==> config.mk <==
export PLATFORM = sky130hd
export DESIGN_NAME = gradient_color_ramp
export DESIGN_NICKNAME = d
export VERILOG_FILES = /design/src/design/grc_pkg.sv /design/src/design/gradient_color_ramp.sv /design/src/design/grc_cell.sv /design/src/design/grc_interp.sv
export SDC_FILE = /design/constraint.sdc
export NUM_CORES = 2
export LEC_CHECK = 0
export ABC_AREA = 0
export BUFFER_PORTS_ARGS = -buffer_cell sky130_fd_sc_hd__buf_2
export CAP_MARGIN = 15
export CORE_MARGIN = 2
export CORE_UTILIZATION = 58
export DETAILED_ROUTE_END_ITERATION = 8
export MAX_ROUTING_LAYER = met4
export PLACE_DENSITY_LB_ADDON = 0.05
export SLEW_MARGIN = 20
export SYNTH_ARGS = -nofsm -noshare
export SYNTH_HDL_FRONTEND = slang
export SYNTH_SLANG_ARGS = --single-unit
==> constraint.sdc <==
create_clock -name i_clk -period 16.6 [get_ports i_clk]
set_input_delay 0.83 -clock i_clk [delete_from_list [all_inputs] [get_ports i_clk]]
set_output_delay 0.83 -clock i_clk [all_outputs]
set_load 0.01 [all_outputs]
==> src/design/grc_pkg.sv <==
// Shared types, constants and the per-channel blend function of the color ramp.
// Used by grc_cell, grc_interp and gradient_color_ramp; depends on nothing.
`timescale 1ns / 1ps

package grc_pkg;

    localparam int K_MAX_STOPS = 16;
    localparam int K_IDX_W     = $clog2(K_MAX_STOPS);
    localparam int K_CNT_W     = $clog2(K_MAX_STOPS + 1);
    localparam int K_POS_W     = 16;
    localparam int K_CH_W      = 8;
    localparam int K_COL_W     = 4 * K_CH_W;

    localparam logic [K_POS_W-1:0] K_ONE  = 16'd32768;
    localparam logic [K_POS_W-1:0] K_HALF = 16'd16384;

    localparam logic [0:0] MODE_LOAD = 1'b0;
    localparam logic [0:0] MODE_EVAL = 1'b1;

    typedef logic [K_COL_W-1:0] t_color;

    typedef struct packed {
        logic [0:0]         mode;
        logic [K_IDX_W-1:0] stop_index;
        logic [K_POS_W-1:0] stop_position;
        logic [K_CH_W-1:0]  stop_red;
        logic [K_CH_W-1:0]  stop_green;
        logic [K_CH_W-1:0]  stop_blue;
        logic [K_CH_W-1:0]  stop_alpha;
        logic [K_POS_W-1:0] sample;
    } t_req;

    typedef struct packed {
        logic [K_CH_W-1:0] red;
        logic [K_CH_W-1:0] green;
        logic [K_CH_W-1:0] blue;
        logic [K_CH_W-1:0] alpha;
    } t_res;

    typedef struct packed {
        logic               en;
        logic [K_IDX_W-1:0] index;
        logic [K_POS_W-1:0] pos;
        t_color             col;
    } t_wr;

    typedef struct packed {
        logic               valid;
        logic               found;
        logic               last;
        logic [K_POS_W-1:0] lo_pos;
        t_color             lo_col;
        logic [K_POS_W-1:0] hi_pos;
        t_color             hi_col;
    } t_token;

    function automatic logic [K_CH_W-1:0] blend_ch(input logic [K_CH_W-1:0] a,
                                                   input logic [K_CH_W-1:0] b,
                                                   input logic [K_POS_W-1:0] w);
        logic [K_CH_W+K_POS_W:0] acc;
        acc = (K_CH_W + K_POS_W + 1)'(a) * (K_CH_W + K_POS_W + 1)'(K_ONE - w)
            + (K_CH_W + K_POS_W + 1)'(b) * (K_CH_W + K_POS_W + 1)'(w)
            + (K_CH_W + K_POS_W + 1)'(K_HALF);
        return acc[K_CH_W+K_POS_W-2:K_POS_W-1];
    endfunction

endpackage

==> src/design/gradient_color_ramp.sv <==
// Top level of the gradient color ramp: stop register, row of stop cells, weight unit.
// Depends on grc_pkg, grc_cell and grc_interp.
//
//   channel   signals                    direction  handshake
//   request   start, busy, i_req         in         taken when start is high and busy is low
//   result    o_valid, o_res             out        one-cycle strobe, cannot be held off
//   config    i_cfg_we, i_cfg_data       in         written on any edge with i_cfg_we high, outside reset
//
// A load request leaves busy low. An evaluation walks a token down the 16-cell row, then,
// when it interpolates between two of three or more stops, runs the 16-step bit-serial divider
// for the weight, and then blends one channel per cycle. The strobe follows the blend of the
// last channel and busy drops in the cycle after the strobe, so a new evaluation is not taken
// before the last is through. Reset is synchronous and sets the stop count to one; the stop table is not cleared.
`timescale 1ns / 1ps

module gradient_color_ramp
    import grc_pkg::*;
(
    input  logic               i_clk,
    input  logic               i_rst_n,
    input  logic               start,
    output logic               busy,
    input  t_req               i_req,
    output logic               o_valid,
    output t_res               o_res,
    input  logic               i_cfg_we,
    input  logic [K_CNT_W-1:0] i_cfg_data
);

    logic [K_CNT_W-1:0] r_count;
    logic               r_busy, n_busy;
    logic               r_inject;
    logic [K_POS_W-1:0] r_sample;
    logic [K_CNT_W-1:0] w_count;
    logic               w_take;
    t_wr                w_wr;
    t_token             w_inject;
    t_token             w_tok [0:K_MAX_STOPS];

    assign w_take = start && !busy;

    always_comb begin
        w_count = r_count;
        if (r_count == '0) begin
            w_count = K_CNT_W'(1);
        end else if (r_count > K_CNT_W'(K_MAX_STOPS)) begin
            w_count = K_CNT_W'(K_MAX_STOPS);
        end
    end

    assign w_wr.en    = w_take && (i_req.mode == MODE_LOAD);
    assign w_wr.index = i_req.stop_index;
    assign w_wr.pos   = i_req.stop_position;
    assign w_wr.col   = {i_req.stop_alpha, i_req.stop_blue, i_req.stop_green, i_req.stop_red};

    always_comb begin
        n_busy = r_busy;
        if (w_take && (i_req.mode == MODE_EVAL)) begin
            n_busy = 1'b1;
        end else if (o_valid) begin
            n_busy = 1'b0;
        end
    end

    always_ff @(posedge i_clk) begin
        if (!i_rst_n) begin
            r_count  <= K_CNT_W'(1);
            r_busy   <= 1'b0;
            r_inject <= 1'b0;
        end else begin
            if (i_cfg_we) begin
                r_count <= i_cfg_data;
            end
            r_busy   <= n_busy;
            r_inject <= w_take && (i_req.mode == MODE_EVAL);
        end
        if (w_take) begin
            r_sample <= i_req.sample;
        end
    end

    always_comb begin
        w_inject       = '0;
        w_inject.valid = r_inject;
    end

    assign w_tok[K_MAX_STOPS] = w_inject;

    for (genvar gi = 0; gi < K_MAX_STOPS; gi++) begin : g_cell
        grc_cell u_cell (
            .i_clk    (i_clk),
            .i_rst_n  (i_rst_n),
            .i_index  (K_IDX_W'(gi)),
            .i_wr     (w_wr),
            .i_sample (r_sample),
            .i_count  (w_count),
            .i_tok    (w_tok[gi+1]),
            .o_tok    (w_tok[gi])
        );
    end

    grc_interp u_interp (
        .i_clk    (i_clk),
        .i_rst_n  (i_rst_n),
        .i_tok    (w_tok[0]),
        .i_sample (r_sample),
        .i_count  (w_count),
        .o_valid  (o_valid),
        .o_res    (o_res)
    );

    assign busy = r_busy;

    a_strobe_busy: assert property (@(posedge i_clk) disable iff (!i_rst_n)
        o_valid |-> busy)
        else $error("result strobe without a pending evaluation");

    a_load_idle: assert property (@(posedge i_clk) disable iff (!i_rst_n)
        (w_take && (i_req.mode == MODE_LOAD)) |=> !busy)
        else $error("load request made the block busy");

    a_busy_fall: assert property (@(posedge i_clk) disable iff (!i_rst_n)
        $fell(busy) |-> $past(o_valid))
        else $error("busy dropped without a result");

    a_single_strobe: assert property (@(posedge i_clk) disable iff (!i_rst_n)
        o_valid |=> !o_valid)
        else $error("result strobe lasted more than one cycle");

    a_token_idle: assert property (@(posedge i_clk) disable iff (!i_rst_n)
        w_tok[0].valid |-> busy)
        else $error("search token finished while idle");

endmodule

==> src/design/grc_cell.sv <==
// One stop cell of the ramp: holds a position and a color and passes the search token down.
// Depends on grc_pkg.
`timescale 1ns / 1ps

module grc_cell
    import grc_pkg::*;
(
    input  logic               i_clk,
    input  logic               i_rst_n,
    input  logic [K_IDX_W-1:0] i_index,
    input  t_wr                i_wr,
    input  logic [K_POS_W-1:0] i_sample,
    input  logic [K_CNT_W-1:0] i_count,
    input  t_token             i_tok,
    output t_token             o_tok
);

    logic [K_POS_W-1:0] r_pos;
    t_color             r_col;
    t_token             r_tok;
    t_token             n_tok;
    logic               w_active;
    logic               w_hit;
    logic               w_multi;

    always_ff @(posedge i_clk) begin
        if (i_wr.en && (i_wr.index == i_index)) begin
            r_pos <= i_wr.pos;
            r_col <= i_wr.col;
        end
    end

    assign w_active = i_tok.valid && !i_tok.found && ({1'b0, i_index} < i_count);
    assign w_hit    = i_sample >= r_pos;
    assign w_multi  = i_count >= K_CNT_W'(3);

    always_comb begin
        n_tok = i_tok;
        if (w_active) begin
            if (i_index == '0) begin
                // The bottom cell always ends the walk.
                n_tok.found  = 1'b1;
                n_tok.last   = (i_count == K_CNT_W'(1)) || (w_multi && !w_hit);
                n_tok.lo_pos = r_pos;
                n_tok.lo_col = r_col;
            end else if (w_multi && w_hit) begin
                n_tok.found  = 1'b1;
                n_tok.last   = ({1'b0, i_index} == i_count - K_CNT_W'(1));
                n_tok.lo_pos = r_pos;
                n_tok.lo_col = r_col;
            end else begin
                n_tok.hi_pos = r_pos;
                n_tok.hi_col = r_col;
            end
        end
    end

    always_ff @(posedge i_clk) begin
        if (!i_rst_n) begin
            r_tok.valid <= 1'b0;
        end else begin
            r_tok.valid <= n_tok.valid;
        end
        r_tok.found  <= n_tok.found;
        r_tok.last   <= n_tok.last;
        r_tok.lo_pos <= n_tok.lo_pos;
        r_tok.lo_col <= n_tok.lo_col;
        r_tok.hi_pos <= n_tok.hi_pos;
        r_tok.hi_col <= n_tok.hi_col;
    end

    assign o_tok = r_tok;

endmodule

==> src/design/grc_interp.sv <==
// Weight unit of the ramp: bit-serial divider for the blend weight and a per-channel blender.
// Depends on grc_pkg.
`timescale 1ns / 1ps

module grc_interp
    import grc_pkg::*;
(
    input  logic               i_clk,
    input  logic               i_rst_n,
    input  t_token             i_tok,
    input  logic [K_POS_W-1:0] i_sample,
    input  logic [K_CNT_W-1:0] i_count,
    output logic               o_valid,
    output t_res               o_res
);

    localparam logic [1:0] ST_IDLE  = 2'd0;
    localparam logic [1:0] ST_DIV   = 2'd1;
    localparam logic [1:0] ST_BLEND = 2'd2;
    localparam int         DIV_W    = 2 * K_POS_W;

    logic [1:0]         r_state, n_state;
    logic [4:0]         r_cnt, n_cnt;
    logic [K_POS_W-1:0] r_rem, n_rem;
    logic [K_POS_W-1:0] r_num, n_num;
    logic [K_POS_W-1:0] r_div, n_div;
    logic [K_POS_W-1:0] r_q, n_q;
    logic [K_POS_W-1:0] r_w, n_w;
    logic [1:0]         r_ch, n_ch;
    t_color             r_col_a, n_col_a;
    t_color             r_col_b, n_col_b;
    t_color             r_out, n_out;
    logic               r_valid, n_valid;

    logic [K_POS_W-1:0] w_range;
    logic [DIV_W-1:0]   w_num0;
    logic [K_POS_W:0]   w_rem_sh;
    logic [K_POS_W:0]   w_rem_sub;
    logic               w_ge;
    logic [K_CH_W-1:0]  w_ch;

    function automatic logic [K_POS_W-1:0] sat_w(input logic [K_POS_W-1:0] v);
        return (v > K_ONE) ? K_ONE : v;
    endfunction

    assign w_range   = i_tok.hi_pos - i_tok.lo_pos;
    assign w_num0    = {1'b0, i_sample - i_tok.lo_pos, 15'd0}
                     + {{(K_POS_W + 1){1'b0}}, w_range[K_POS_W-1:1]};
    assign w_rem_sh  = {r_rem, r_num[K_POS_W-1]};
    assign w_rem_sub = w_rem_sh - {1'b0, r_div};
    assign w_ge      = w_rem_sh >= {1'b0, r_div};
    assign w_ch      = blend_ch(r_col_a[K_CH_W-1:0], r_col_b[K_CH_W-1:0], r_w);

    always_comb begin
        n_state = r_state;
        n_cnt   = r_cnt;
        n_rem   = r_rem;
        n_num   = r_num;
        n_div   = r_div;
        n_q     = r_q;
        n_w     = r_w;
        n_ch    = r_ch;
        n_col_a = r_col_a;
        n_col_b = r_col_b;
        n_out   = r_out;
        n_valid = 1'b0;
        case (r_state)
            ST_IDLE: begin
                if (i_tok.valid) begin
                    n_col_a = i_tok.lo_col;
                    n_col_b = i_tok.hi_col;
                    n_ch    = 2'd0;
                    n_state = ST_BLEND;
                    if (i_tok.last) begin
                        n_w = '0;
                    end else if (i_count == K_CNT_W'(2)) begin
                        n_w = sat_w(i_sample);
                    end else if (i_tok.hi_pos > i_tok.lo_pos) begin
                        n_rem   = w_num0[DIV_W-1:K_POS_W];
                        n_num   = w_num0[K_POS_W-1:0];
                        n_div   = w_range;
                        n_q     = '0;
                        n_cnt   = 5'(K_POS_W);
                        n_state = ST_DIV;
                    end else begin
                        n_w = K_ONE;
                    end
                end
            end
            ST_DIV: begin
                n_rem = w_ge ? w_rem_sub[K_POS_W-1:0] : w_rem_sh[K_POS_W-1:0];
                n_num = {r_num[K_POS_W-2:0], 1'b0};
                n_q   = {r_q[K_POS_W-2:0], w_ge};
                n_cnt = r_cnt - 5'd1;
                if (r_cnt == 5'd1) begin
                    n_w     = sat_w(n_q);
                    n_state = ST_BLEND;
                end
            end
            ST_BLEND: begin
                n_out   = {w_ch, r_out[K_COL_W-1:K_CH_W]};
                n_col_a = {{K_CH_W{1'b0}}, r_col_a[K_COL_W-1:K_CH_W]};
                n_col_b = {{K_CH_W{1'b0}}, r_col_b[K_COL_W-1:K_CH_W]};
                n_ch    = r_ch + 2'd1;
                if (r_ch == 2'd3) begin
                    n_valid = 1'b1;
                    n_state = ST_IDLE;
                end
            end
            default: begin
                n_state = ST_IDLE;
            end
        endcase
    end

    always_ff @(posedge i_clk) begin
        if (!i_rst_n) begin
            r_state <= ST_IDLE;
            r_valid <= 1'b0;
        end else begin
            r_state <= n_state;
            r_valid <= n_valid;
        end
        r_cnt   <= n_cnt;
        r_rem   <= n_rem;
        r_num   <= n_num;
        r_div   <= n_div;
        r_q     <= n_q;
        r_w     <= n_w;
        r_ch    <= n_ch;
        r_col_a <= n_col_a;
        r_col_b <= n_col_b;
        r_out   <= n_out;
    end

    assign o_valid     = r_valid;
    assign o_res.red   = r_out[K_CH_W-1:0];
    assign o_res.green = r_out[2*K_CH_W-1:K_CH_W];
    assign o_res.blue  = r_out[3*K_CH_W-1:2*K_CH_W];
    assign o_res.alpha = r_out[4*K_CH_W-1:3*K_CH_W];

endmodule
# Yosys cells after proc, flatten, opt, wreduce, memory -nomap -nowiden
# Cells that the tools add are included.
[classes]
n_reduce_logical = 98
n_div = 0
muxes = 91
addsub = 10
n_shift = 0
n_bitwise = 4
n_lt_le_gt_ge = 38
n_mul = 2
eq_ne = 43
[ops]
columns = ["cell", "count"]
rows = [
  ["$mux 98", 14],
  ["$mux 50", 15],
  ["$mux 48", 14],
  ["$ge 16x16->1", 16],
  ["$mux 16", 16],
  ["$pmux 32 s2", 2],
  ["$mux 97", 1],
  ["$pmux 16 s2", 3],
  ["$logic_and 1x1->1", 66],
  ["$mux 32", 2],
  ["$mux 15", 4],
  ["$sub 16x16->16", 3],
  ["$eq 4x5->1 const A", 8],
  ["$lt 4x5->1 const A", 8],
  ["$add 31x15->32", 1],
  ["$eq 4x4->1 const B", 8],
  ["$gt 16x16->1 const B", 2],
  ["$mux 5", 6],
  ["$pmux 15 s2", 1],
  ["$mul 8x25->23", 1],
  ["$add 23x15->23 const B", 1],
  ["$add 23x23->23", 1],
  ["$mul 8x16->23", 1],
  ["$eq 3x5->1 const A", 4],
  ["other kinds (39)", 88],
]
[word_totals]
rom_bits = 0
ramBits = 0
mem_count = 0
register_bits = 2559
wordCells = 445
latchBits = 0

# Longest topological paths before layout
[logic_depth]
word_depth = 8
ltp_mapped = 30
mapped_depth_nobuf = 28

# Hierarchy
# From an unflattened synthesis, not the netlist that was laid out.
[hier_totals]
cells_unflattened = 7763
hier_area_um2 = 104711.7
[modules_own_cells]
columns = ["module", "cells_per_inst", "instances", "seq_area_each_um2", "area_each_um2"]
rows = [
  ["grc_cell", 366, 16, 3423.3, 5342.6],
  ["grc_interp", 1859, 1, 5525.3, 18446.4],
  ["gradient_color_ramp", 48, 1, 620.6, 783.3],
]

# Worst setup path before layout
# No wires, ideal clock.
[synth_timing]
path_type = "register to register"
start = "register u_interp.r_w[0]"
end = "register u_interp.r_out[31] (data pin)"
path_slack_ns = 9.342
path_stages_with_launch = 29
required_ns = 16.339
setup_ns = 0.261
synth_period_minus_slack_ns = 7.258
t_arrival_ns = 6.997
path_cell_list = "edfxtp_1 > clkbuf_1 > clkbuf_1 > inv_1 > ha_1 > or3b_4 > or3_4 > nor4_1 > xnor2_1 > and2_1 > fa_1 > inv_1 > fa_1 > inv_1 > fa_1 > inv_1 > fa_1 > fa_1 > fa_1 > inv_1 > ha_1 > a21oi_1 > o21ai_0 > nand3_1 > nand2_1 > a41o_1 > o41ai_2 > o21ai_0 > xnor2_1"
[synth_between]
elab_chain_len = 4
[synth_rtl]
columns = ["item", "line", "rtl"]
rows = [
  ["from (decl)", "grc_interp.sv:28", "logic [K_POS_W-1:0] r_w, n_w;"],
  ["from (signal assigned)", "grc_interp.sv:129", "r_w <= n_w;"],
  ["$sub 16x16->17", "grc_pkg.sv:61", "acc = (K_CH_W + K_POS_W + 1)'(a) * (K_CH_W + K_POS_W + 1)'(K_ONE - w)"],
  ["$mul 8x25->23", "grc_pkg.sv:61", ""],
  ["$add 23x23->23 (*)", "grc_pkg.sv:62", "+ (K_CH_W + K_POS_W + 1)'(b) * (K_CH_W + K_POS_W + 1)'(w)"],
  ["$add 23x15->23 (*)", "grc_pkg.sv:63", "+ (K_CH_W + K_POS_W + 1)'(K_HALF);"],
  ["via u_interp.w_ch[7]", "grc_interp.sv:40", "logic [K_CH_W-1:0] w_ch;"],
  ["to (signal assigned)", "grc_interp.sv:133", "r_out <= n_out;"],
  ["to (decl)", "grc_interp.sv:32", "t_color r_out, n_out;"],
]
# Mark *: on every way through the listed nets, which the timed path passes. The rest lies on a longest branch.
# A chain may end at the register's enable or synchronous reset.

# Worst setup path after layout
[layout_timing]
start = "register u_interp.r_w[2]"
end = "register u_interp.r_out[31] (data pin)"
# Same word-level chain as after synthesis.

==> run_results.csv <==
group,metric,value,unit
status,status,"finished clean",
timing,rsz0062_at_grt,"no",
floorplan,die_x,422,um
floorplan,start_util,58.3,%
global_route,antenna_found_initial,1,
global_route,grt_max_degree,83,
finish,drive_gt1_share,23.8,%
finish,nFillCells,13000,
timing,hold_ws,0.147,ns
finish,diodes,0,
cts,htree_levels,5,
timing,finClkSkew,0.0627,ns
synth,postSynthAreaPerCell,13.2,sq um
route,ant_nets,0,
pwr,leakagePower,47.3,nW
setup_path,crit_type,"flip-flop to flip-flop",
timing,finalHoldViolations,0,
cts,cts_tree,"built",
route,routedWlPerCell,20.1,um
global_route,grt-ovfl-total,0,
floorplan,dieArea,0.178,sq mm
cts,numClockSinks,2559,
pwr,switchingPower,0.00258,W
place,routabilityCongestion,0.896,
pwr,clkPwrFrac,45.2,%
finish,seqCellArea,0.0609,sq mm
finish,synthToLayoutAreaGrowth,11.6,%
synth,ys_seq_elements,2559,
cts,clk_pin_slew,0.06,ns
setup_path,crit_path_start_kind,"flip-flop",
pwr,power_density,112,mW/mm^2
setup_path,worstPathMaxFanout,12,
timing,setup_tns,0,ns
pwr,seqPwrFrac,51.9,%
synth,synth_nets,8328,
cts,cts_resized,0,
worst_hold_path,hold_path_class,"primary input to flip-flop",
pwr,p_comb_share,2.9,%
finish,final_nets,8469,
place,port_buffers,111,
global_route,grt_pass1_vias,58800,
timing,min_period_over_period,48.4,%
job,drv_cap,0,
route,drt_iter0_markers,3395,
pwr,swShare,20.4,%
cts,cts_made_buffers,274,
cts,postCtsHoldBufs,0,
timing,worst_pin_slew,1.09,ns
route,wirelength,207000,um
setup_path,required,17.22,ns
global_route,grt_use_total,24.1,%
floorplan,core_area,0.174,sq mm
timing,relSlewSlack,26.8,%
synth,seq_area_frac_synth,60.1,%
timing,setup_viol,0,
finish,multiInputGateArea,0.0371,sq mm
synth,netlist_area,0.101,sq mm
cts,clock_path_buffers,4,
pwr,vdd_ir_drop_max,110,uV
synth,synth_edf_count,966,
synth,yosysUniqueCellTypes,81,
global_route,grt_pass1_wl,332000,um
route,drc,0,
route,drt_pass1_iterations,7,
synth,ys.flop_type,"dfxtp_1",
timing,slew_viol_final,0,
pwr,power.internal,0.0101,W
setup_path,crit_path_end_kind,"flip-flop",
setup_path,worstPathArrival,8.66,ns
timing,fmax,124,MHz
finish,final_common_cell,"dfxtp_1",
synth,yosysWarnings,0,
setup_path,reg2reg_slack,8.56,ns
timing,fin_crit,8.04,ns
route,vias,55700,
cts,clk_latency,0.90,ns
synth,netlist_instances,7648,
floorplan,placement_rows,153,
synth,async_flop_share,0,%
floorplan,boundaryPins,112,
route,vias_per_cell,5.40,
cts,cts_root_buf,"clkbuf_16",
finish,layout_common_cells,"dfxtp_1 (1593), mux2_2 (1196), edfxtp_1 (966)",
floorplan,die_height,422,um
cts,cts_setup_buffers,0,
place,dp_hpwl,143000,um
[cell families (layout without fill, tap and decap cells)]
group | Yosys count | in the layout | share of synthesized area (%)
xor+xnor | 72 | 72 | 0.649
compound gates | 707 | 707 | 5.01
simple gates | 1419 | 1419 | 6.79
flops | 2559 | 2559 | 60.1
fa+ha+maj | 602 | 602 | 9.08
mux | 1327 | 1327 | 14.7
buf+inv | 962 | 1297 | 3.67
[through the flow]
step | setup slack, ns | power, W | area (sq um) | instances | util (%)
after floorplan | 9.34 | 0.00692 | 101000 | 7648 | -
after global placement | 8.68 | 0.00707 | 104000 | 9838 | 60.2
after detailed placement | 8.53 | 0.00708 | 104000 | 9838 | 60.2
after CTS | 8.54 | 0.0128 | 113000 | 10300 | 65.1
after global routing | 8.10 | 0.0131 | 113000 | 10300 | 65.1
final | 8.56 | 0.0127 | 113000 | 10300 | 65.1
[worst max-delay path: stages (launching register included)]
cell and delay, ns:
edfxtp_1 0.55, or3_4 0.44, or3b_4 0.44, or3_4 0.42, nor4_1 0.32, xnor2_1 0.28, and2_1 0.27, fa_1 0.54
inv_1 0.06, fa_1 0.52, inv_1 0.05, fa_1 0.51, inv_1 0.06, fa_1 0.54, fa_1 0.43, fa_1 0.50
inv_1 0.05, ha_1 0.32, a21oi_1 0.14, o21ai_0 0.14, nand3_1 0.11, nand2_1 0.05, a41o_1 0.29, o41ai_2 0.41
o21ai_0 0.21, xnor2_1 0.16
[cell usage after synthesis (8+ instances only)]
master    number  share of area [%]
buf_2         60               0.30
ha_1         380                4.7
a211o_1       97               0.84
nor3b_1       10              0.074
a31oi_1       15              0.093
inv_1        621                2.3
nand4_1       14              0.086
mux2_2      1196                 13
nor4_1        11              0.068
edfxtp_1     966                 29
buf_1         23              0.085
mux2_1        12               0.13
a21o_1        76               0.56
nor2b_1       30               0.19
mux2i_1      109                1.1
mux2_4        10               0.15
clkbuf_1     252               0.93
nor2_1       197               0.73
a22o_1        12               0.10
a211oi_1      58               0.43
nand3b_1       8              0.059
and2_1       250                1.5
nand2b_1      46               0.28
fa_1         222                4.4
nand2_1      522                1.9
and4_1        12               0.10
xnor2_1       52               0.45
o21a_1        32               0.24
dfxtp_1     1593                 31
o21ai_0      127               0.63
o31ai_1        9              0.067
or2_2         14              0.086
o211ai_1      65               0.48
and3_1        12              0.074
a222oi_1      48               0.47
a21oi_1      103               0.51
nand3_1      175               0.86
nor3_1        84               0.42
xor2_1        18               0.16
[layout make-up]
class | count | area share [%]
flip-flops and latches | 2559 | 53.9
multi-input cells | 4127 | 32.8
clock buffers | 394 | 7.10
well taps | 2325 | 2.57
inverters | 623 | 2.07
repair buffers | 204 | 1.11
clock inverters | 76 | 0.468
[sequential cells by signal, indices dropped and copies added (netlist names), 15 cells and up]
signal	cells
g_cell.u_cell.o_tok	1583
g_cell.u_cell.r_col	512
g_cell.u_cell.r_pos	256
r_sample	16
u_interp.r_col_a	32
u_interp.r_col_b	32
u_interp.r_div	16
u_interp.r_num	16
u_interp.r_out	32
u_interp.r_q	15
u_interp.r_rem	16
u_interp.r_w	16
[worst paths after layout]
kind,from,end,depth (start not counted)
setup / recovery,u_interp.r_w[2]$_DFFE_PP_,u_interp.r_out[31]$_DFFE_PP_,25
hold / removal,i_req[11],r_sample[11]$_DFFE_PP_,1
setup reg to reg,u_interp.r_w[2]$_DFFE_PP_,u_interp.r_out[31]$_DFFE_PP_,25
hold reg to reg,g_cell[1].u_cell.o_tok[30]$_DFF_P_,g_cell[0].u_cell.o_tok[30]$_DFF_P_,0
[layer usage]
metal	wire length, um	track usage (%)
met1	99900	33.1
met2	93700	37.3
met3	8180	3.35
met4	5740	7.42
met5	0	-
[power by group through the flow]
stage	Clock, W	Sequential [W]	Combinational [W]
floorplan	0	0.00672	0.000199
global placement	0	0.00672	0.000350
detailed placement	0	0.00672	0.000361
CTS	0.00585	0.00659	0.000364
global route	0.00610	0.00659	0.000400
finish	0.00573	0.00659	0.000364
No activity file was read; power rests on OpenSTA's default activity.
